==> src/sv/alr_pkg.sv <==
`timescale 1ns / 1ps

package alr_pkg;

  localparam int CAPACITY = 128;
  localparam int DATA_W   = 32;
  localparam int POS_W    = 8;
  localparam int FILL_W   = 8;
  localparam int AW       = (CAPACITY > 1) ? $clog2(CAPACITY) : 1;
  localparam int CNT_W    = $clog2(CAPACITY + 1);
  // Width in which positions, counts and pointers are compared.
  localparam int CMP_W    = (CNT_W > POS_W) ? CNT_W : POS_W;

  localparam logic [1:0] CMD_INSERT = 2'd0;
  localparam logic [1:0] CMD_DELETE = 2'd1;
  localparam logic [1:0] CMD_READ   = 2'd2;

  localparam logic [1:0] ST_OK      = 2'd0;
  localparam logic [1:0] ST_BAD_POS = 2'd1;
  localparam logic [1:0] ST_FULL    = 2'd2;

  typedef enum logic [3:0] {
    S_IDLE,
    S_CHECK,
    S_UP_RD,
    S_UP_WR,
    S_INS_WR,
    S_DN_RD,
    S_DN_WR,
    S_RD_REQ,
    S_RD_CAP,
    S_FINISH
  } ctrl_state_e;

  typedef enum logic [3:0] {
    OP_NONE,
    OP_LOAD,
    OP_EVAL,
    OP_UP_RD,
    OP_UP_WR,
    OP_INS_WR,
    OP_DN_RD,
    OP_DN_WR,
    OP_RD_REQ,
    OP_RD_CAP,
    OP_FINISH
  } dp_op_e;

  typedef struct packed {
    dp_op_e op;
  } ctrl_cmd_t;

  typedef struct packed {
    logic [1:0] cmd;
    logic [1:0] chk_status;
    logic       ins_shift;
    logic       del_shift;
    logic       up_last;
    logic       dn_last;
    logic       out_busy;
  } dp_status_t;

endpackage

==> src/sv/alr_ctrl.sv <==
`timescale 1ns / 1ps

module alr_ctrl import alr_pkg::*; (
  input  logic       clk_i,
  input  logic       rst_ni,
  input  logic       in_valid_i,
  output logic       in_stall_o,
  input  dp_status_t dp_status_i,
  output ctrl_cmd_t  ctrl_cmd_o
);

  ctrl_state_e state_q, state_d;

  always_ff @(posedge clk_i or negedge rst_ni) begin
    if (!rst_ni) begin
      state_q <= S_IDLE;
    end else begin
      state_q <= state_d;
    end
  end

  always_comb begin
    state_d       = state_q;
    ctrl_cmd_o.op = OP_NONE;
    in_stall_o    = 1'b1;
    case (state_q)
      S_IDLE: begin
        in_stall_o = 1'b0;
        if (in_valid_i) begin
          ctrl_cmd_o.op = OP_LOAD;
          state_d       = S_CHECK;
        end
      end
      S_CHECK: begin
        ctrl_cmd_o.op = OP_EVAL;
        if (dp_status_i.chk_status != ST_OK) begin
          state_d = S_FINISH;
        end else begin
          case (dp_status_i.cmd)
            CMD_INSERT: state_d = dp_status_i.ins_shift ? S_UP_RD : S_INS_WR;
            CMD_DELETE: state_d = dp_status_i.del_shift ? S_DN_RD : S_FINISH;
            CMD_READ:   state_d = S_RD_REQ;
            default:    state_d = S_FINISH;
          endcase
        end
      end
      S_UP_RD: begin
        ctrl_cmd_o.op = OP_UP_RD;
        state_d       = S_UP_WR;
      end
      S_UP_WR: begin
        ctrl_cmd_o.op = OP_UP_WR;
        state_d       = dp_status_i.up_last ? S_INS_WR : S_UP_RD;
      end
      S_INS_WR: begin
        ctrl_cmd_o.op = OP_INS_WR;
        state_d       = S_FINISH;
      end
      S_DN_RD: begin
        ctrl_cmd_o.op = OP_DN_RD;
        state_d       = S_DN_WR;
      end
      S_DN_WR: begin
        ctrl_cmd_o.op = OP_DN_WR;
        state_d       = dp_status_i.dn_last ? S_FINISH : S_DN_RD;
      end
      S_RD_REQ: begin
        ctrl_cmd_o.op = OP_RD_REQ;
        state_d       = S_RD_CAP;
      end
      S_RD_CAP: begin
        ctrl_cmd_o.op = OP_RD_CAP;
        state_d       = S_FINISH;
      end
      S_FINISH: begin
        if (!dp_status_i.out_busy) begin
          ctrl_cmd_o.op = OP_FINISH;
          state_d       = S_IDLE;
        end
      end
      default: begin
        state_d = S_IDLE;
      end
    endcase
  end

endmodule

==> config.mk <==
export PLATFORM = sky130hd
export DESIGN_NAME = alr_ctrl
export DESIGN_NICKNAME = d
export VERILOG_FILES = /design/src/sv/alr_pkg.sv /design/src/sv/alr_ctrl.sv
export SDC_FILE = /design/constraint.sdc
export NUM_CORES = 1
export LEC_CHECK = 0
export BUFFER_PORTS_ARGS = -buffer_cell sky130_fd_sc_hd__buf_4
export CAP_MARGIN = 5
export CELL_PAD_IN_SITES_DETAIL_PLACEMENT = 2
export CELL_PAD_IN_SITES_GLOBAL_PLACEMENT = 2
export CORE_MARGIN = 5
export CORE_UTILIZATION = 24
export DETAILED_ROUTE_END_ITERATION = 12
export MAX_ROUTING_LAYER = met4
export PLACE_DENSITY_LB_ADDON = 0.1
export SKIP_CTS_REPAIR_TIMING = 1
export SLEW_MARGIN = 20
export SYNTH_ARGS = -nofsm -noshare
export SYNTH_HDL_FRONTEND = slang
export SYNTH_SLANG_ARGS = --single-unit
export TNS_END_PERCENT = 20
==> constraint.sdc <==
create_clock -name clk_i -period 1.5 [get_ports clk_i]
set_clock_uncertainty 0.2 [all_clocks]
set_input_delay 0.075 -clock clk_i [delete_from_list [all_inputs] [get_ports clk_i]]
set_output_delay 0.075 -clock clk_i [all_outputs]
set_load 0.005 [all_outputs]
==> metrics.md <==
| Metric | Value |
|---|---|
| Status | `finished with violations` |
| Failing checks | `hold timing, setup timing` |
| Clock latency on the worst-skew pair | `250 ps` |
| Main synth FF type | `dfrtp_1` |
| Count of nets after finishing | `97` |
| Fillers | `201` |
| CP Max Fanout | `3` |
| Top cells by area, synth | `dfrtp_1, buf_4, o21ai_0` |
| Cell Area, Synth | `416.7 µm²` |
| CTS Sinks | `4` |
| Arrival time worst endpoint | `1330 ps` |
| CP endpoint kind | `primary output` |
| Worst setup slack after layout | `-108.5 ps` |
| WL final | `1637 µm` |
| Synth cell types | `31` |
| Die Wd | `51.67 µm` |
| Commonest non-fill, non-tap cell in the layout | `buf_4` |
| Max Clk Rate | `621.7 MHz` |
| GPL Wtd Cong | `0.7523` |
| Vias in the first global route | `505` |
| EDFF count, synth | `0` |
| WL/cell | `16.37 µm` |
| Area added between synthesis and finish | `76.88%` |
| Worst Setup Start Kind | `register` |
| Core ar. | `0.001689 mm²` |
| Clock-pin slew on the worst setup and hold paths | `50 ps` |
| Die area | `0.002669 mm²` |
| Post-route clock period utilization | `107.2%` |
| Area leader, netlist | `dfrtp_1` |
| Antenna violations before repair | `0` |
| Req. time, crit path | `1220 ps` |
| Max FFs per register | `4` |
| Final HPWL DP | `1170 µm` |
| Via count | `523` |
| Max-slew violations | `0` |
| Die height | `51.67 µm` |
| Hold WS | `-27.18 ps` |
| Cell Pwr Density | `1791 mW/mm²` |
| Gr usage total | `12.18%` |
| Setup violations, final | `5` |
| Max_cap viols | `0` |
| Longest Clk Path Bufs | `2` |
| Biggest register | `state_q` |
| Sequential fraction of the synthesis area | `24.02%` |
| Site row count | `15` |
| Setup TNS | `-367.3 ps` |
| Synth Register Bits | `4` |
| Top cell type's share of synthesized area | `24.02%` |
| 1st-pass router iterations | `2` |
| First-pass GRT wire length | `2339 µm` |
| RSZ-0062 raised after global routing | `yes` |
| Average cell area after synthesis | `8.013 µm²` |
| DP Area | `580.6 µm²` |
| Most frequent cells in the layout | `buf_4, nor2_1, dlygate4sd3_1` |
| Placed cells | `88` |
| Vias per cell | `5.230` |
| Number of CTS-inserted buffers | `3` |
| Post-Synthesis Cells | `52` |
| H-tree depth | `1` |
| Post-route DRC | `0` |
| Slew headroom | `80.97%` |
| Routed Antenna Nets | `0` |
| Layout Cells excl Fill | `100` |
| Yosys warns | `0` |
| IO Pins | `17` |
| Root cell of the clock tree | `clkbuf_4` |
| Worst Tran Pin Value | `284.1 ps` |
| Worst min path class | `in2reg` |
| Worst IR Drop VDD | `0.6836 mV` |
| Layout cell share with drive strength beyond 1 | `54.22%` |
| Global route total overflow | `0` |
| Biggest regs | `state_q: 4 flops` |
| FFs w/ async S/R, synth | `100.0%` |
| Leak | `0.3110 nW` |
| Min cycle time layout | `1609 ps` |
| Net Count, Synth | `64` |
| Ant diodes | `0` |
| Final Hold Vio Count | `1` |
| Overall Power | `1.320 mW` |
| PortBufs | `16` |
| Design Area, Final | `737.0 µm²` |
| Worst setup path class | `reg2out` |
| Initial cell density of the core | `24.67%` |
| CTS tree | `built` |
| Largest net degree at the start of global routing | `11` |
| Starting DRT DRC Count | `2` |
[synthesized netlist by cell type, types with 2 or more instances]
| library cell | count |
|---|---|
| nand2b_1 | 2 |
| nand2_1 | 2 |
| nand3_1 | 2 |
| a31oi_1 | 3 |
| inv_1 | 3 |
| a21oi_1 | 2 |
| nor2_1 | 4 |
| o21ai_1 | 2 |
| nor3_1 | 2 |
| o21ai_0 | 4 |
| dfrtp_1 | 4 |
| buf_4 | 3 |
[metrics by stage]
stage                     hold slack [ps]  setup WS [ps]  util (%)
after floorplan                    -420.6          84.54         -
after CTS                          -578.5         -220.3     35.70
final                              -27.18         -108.5     43.63
after global routing               -3.911         -157.8     43.63
after detailed placement           -325.3          18.44     34.37
after global placement             -325.2          59.05     34.37
[report_power, final]
group	internal [mW]	switching, mW
clock network	0.0900	0.0527
logic	0.520	0.431
registers	0.160	0.0658
[worst max-delay path, stage by stage, from the launching register on]
cell     delay [ps]
dfrtp_1         400
or4_4           550
buf_6           130
[metal layers]
layer | vias to the layer above | GRT usage, % | wire (µm)
met3 | 2 | 6.017 | 88
met5 | - | - | 0
met2 | 11 | 18.43 | 854
li1 | 264 | - | -
met4 | 0 | 1.310 | 8
met1 | 246 | 15.10 | 684
[final timing paths]
check / slack, ps / to / depth (start not counted) / startpoint
max: -110 / in_stall_o / 2 / state_q[0]
min: -30 / state_q[2] / 4 / dp_status_i[5]
max reg2reg: -50 / state_q[0] / 4 / state_q[0]
min reg2reg: 310 / state_q[0] / 1 / state_q[3]
max in group asynchronous: 300 / state_q[1] / 3 / rst_ni
min in group asynchronous: 590 / state_q[0] / 3 / rst_ni
[cell type report]
class,instances,area (µm²),share of cell area [%]
Timing Repair Buffer,31,250.2,33.96
Clock buffer,3,22.52,3.056
Tap cell,17,21.27,2.886
Inverter,3,15.01,2.037
Multi-Input combinational cell,42,324.1,43.97
Sequential cell,4,103.9,14.09
[cell families (layout without fill, tap and decap cells)]
family                 after synthesis  in the layout  synth area share, %
XOR/XNOR                             2              2                4.205
flip-flops                           4              4                24.02
AO/OA/AOI/OAI                       17             17                27.93
AND/OR/NAND/NOR                     23             23                35.74
buffers and inverters                6             37                8.108
Power figures use the tool's default switching activity.
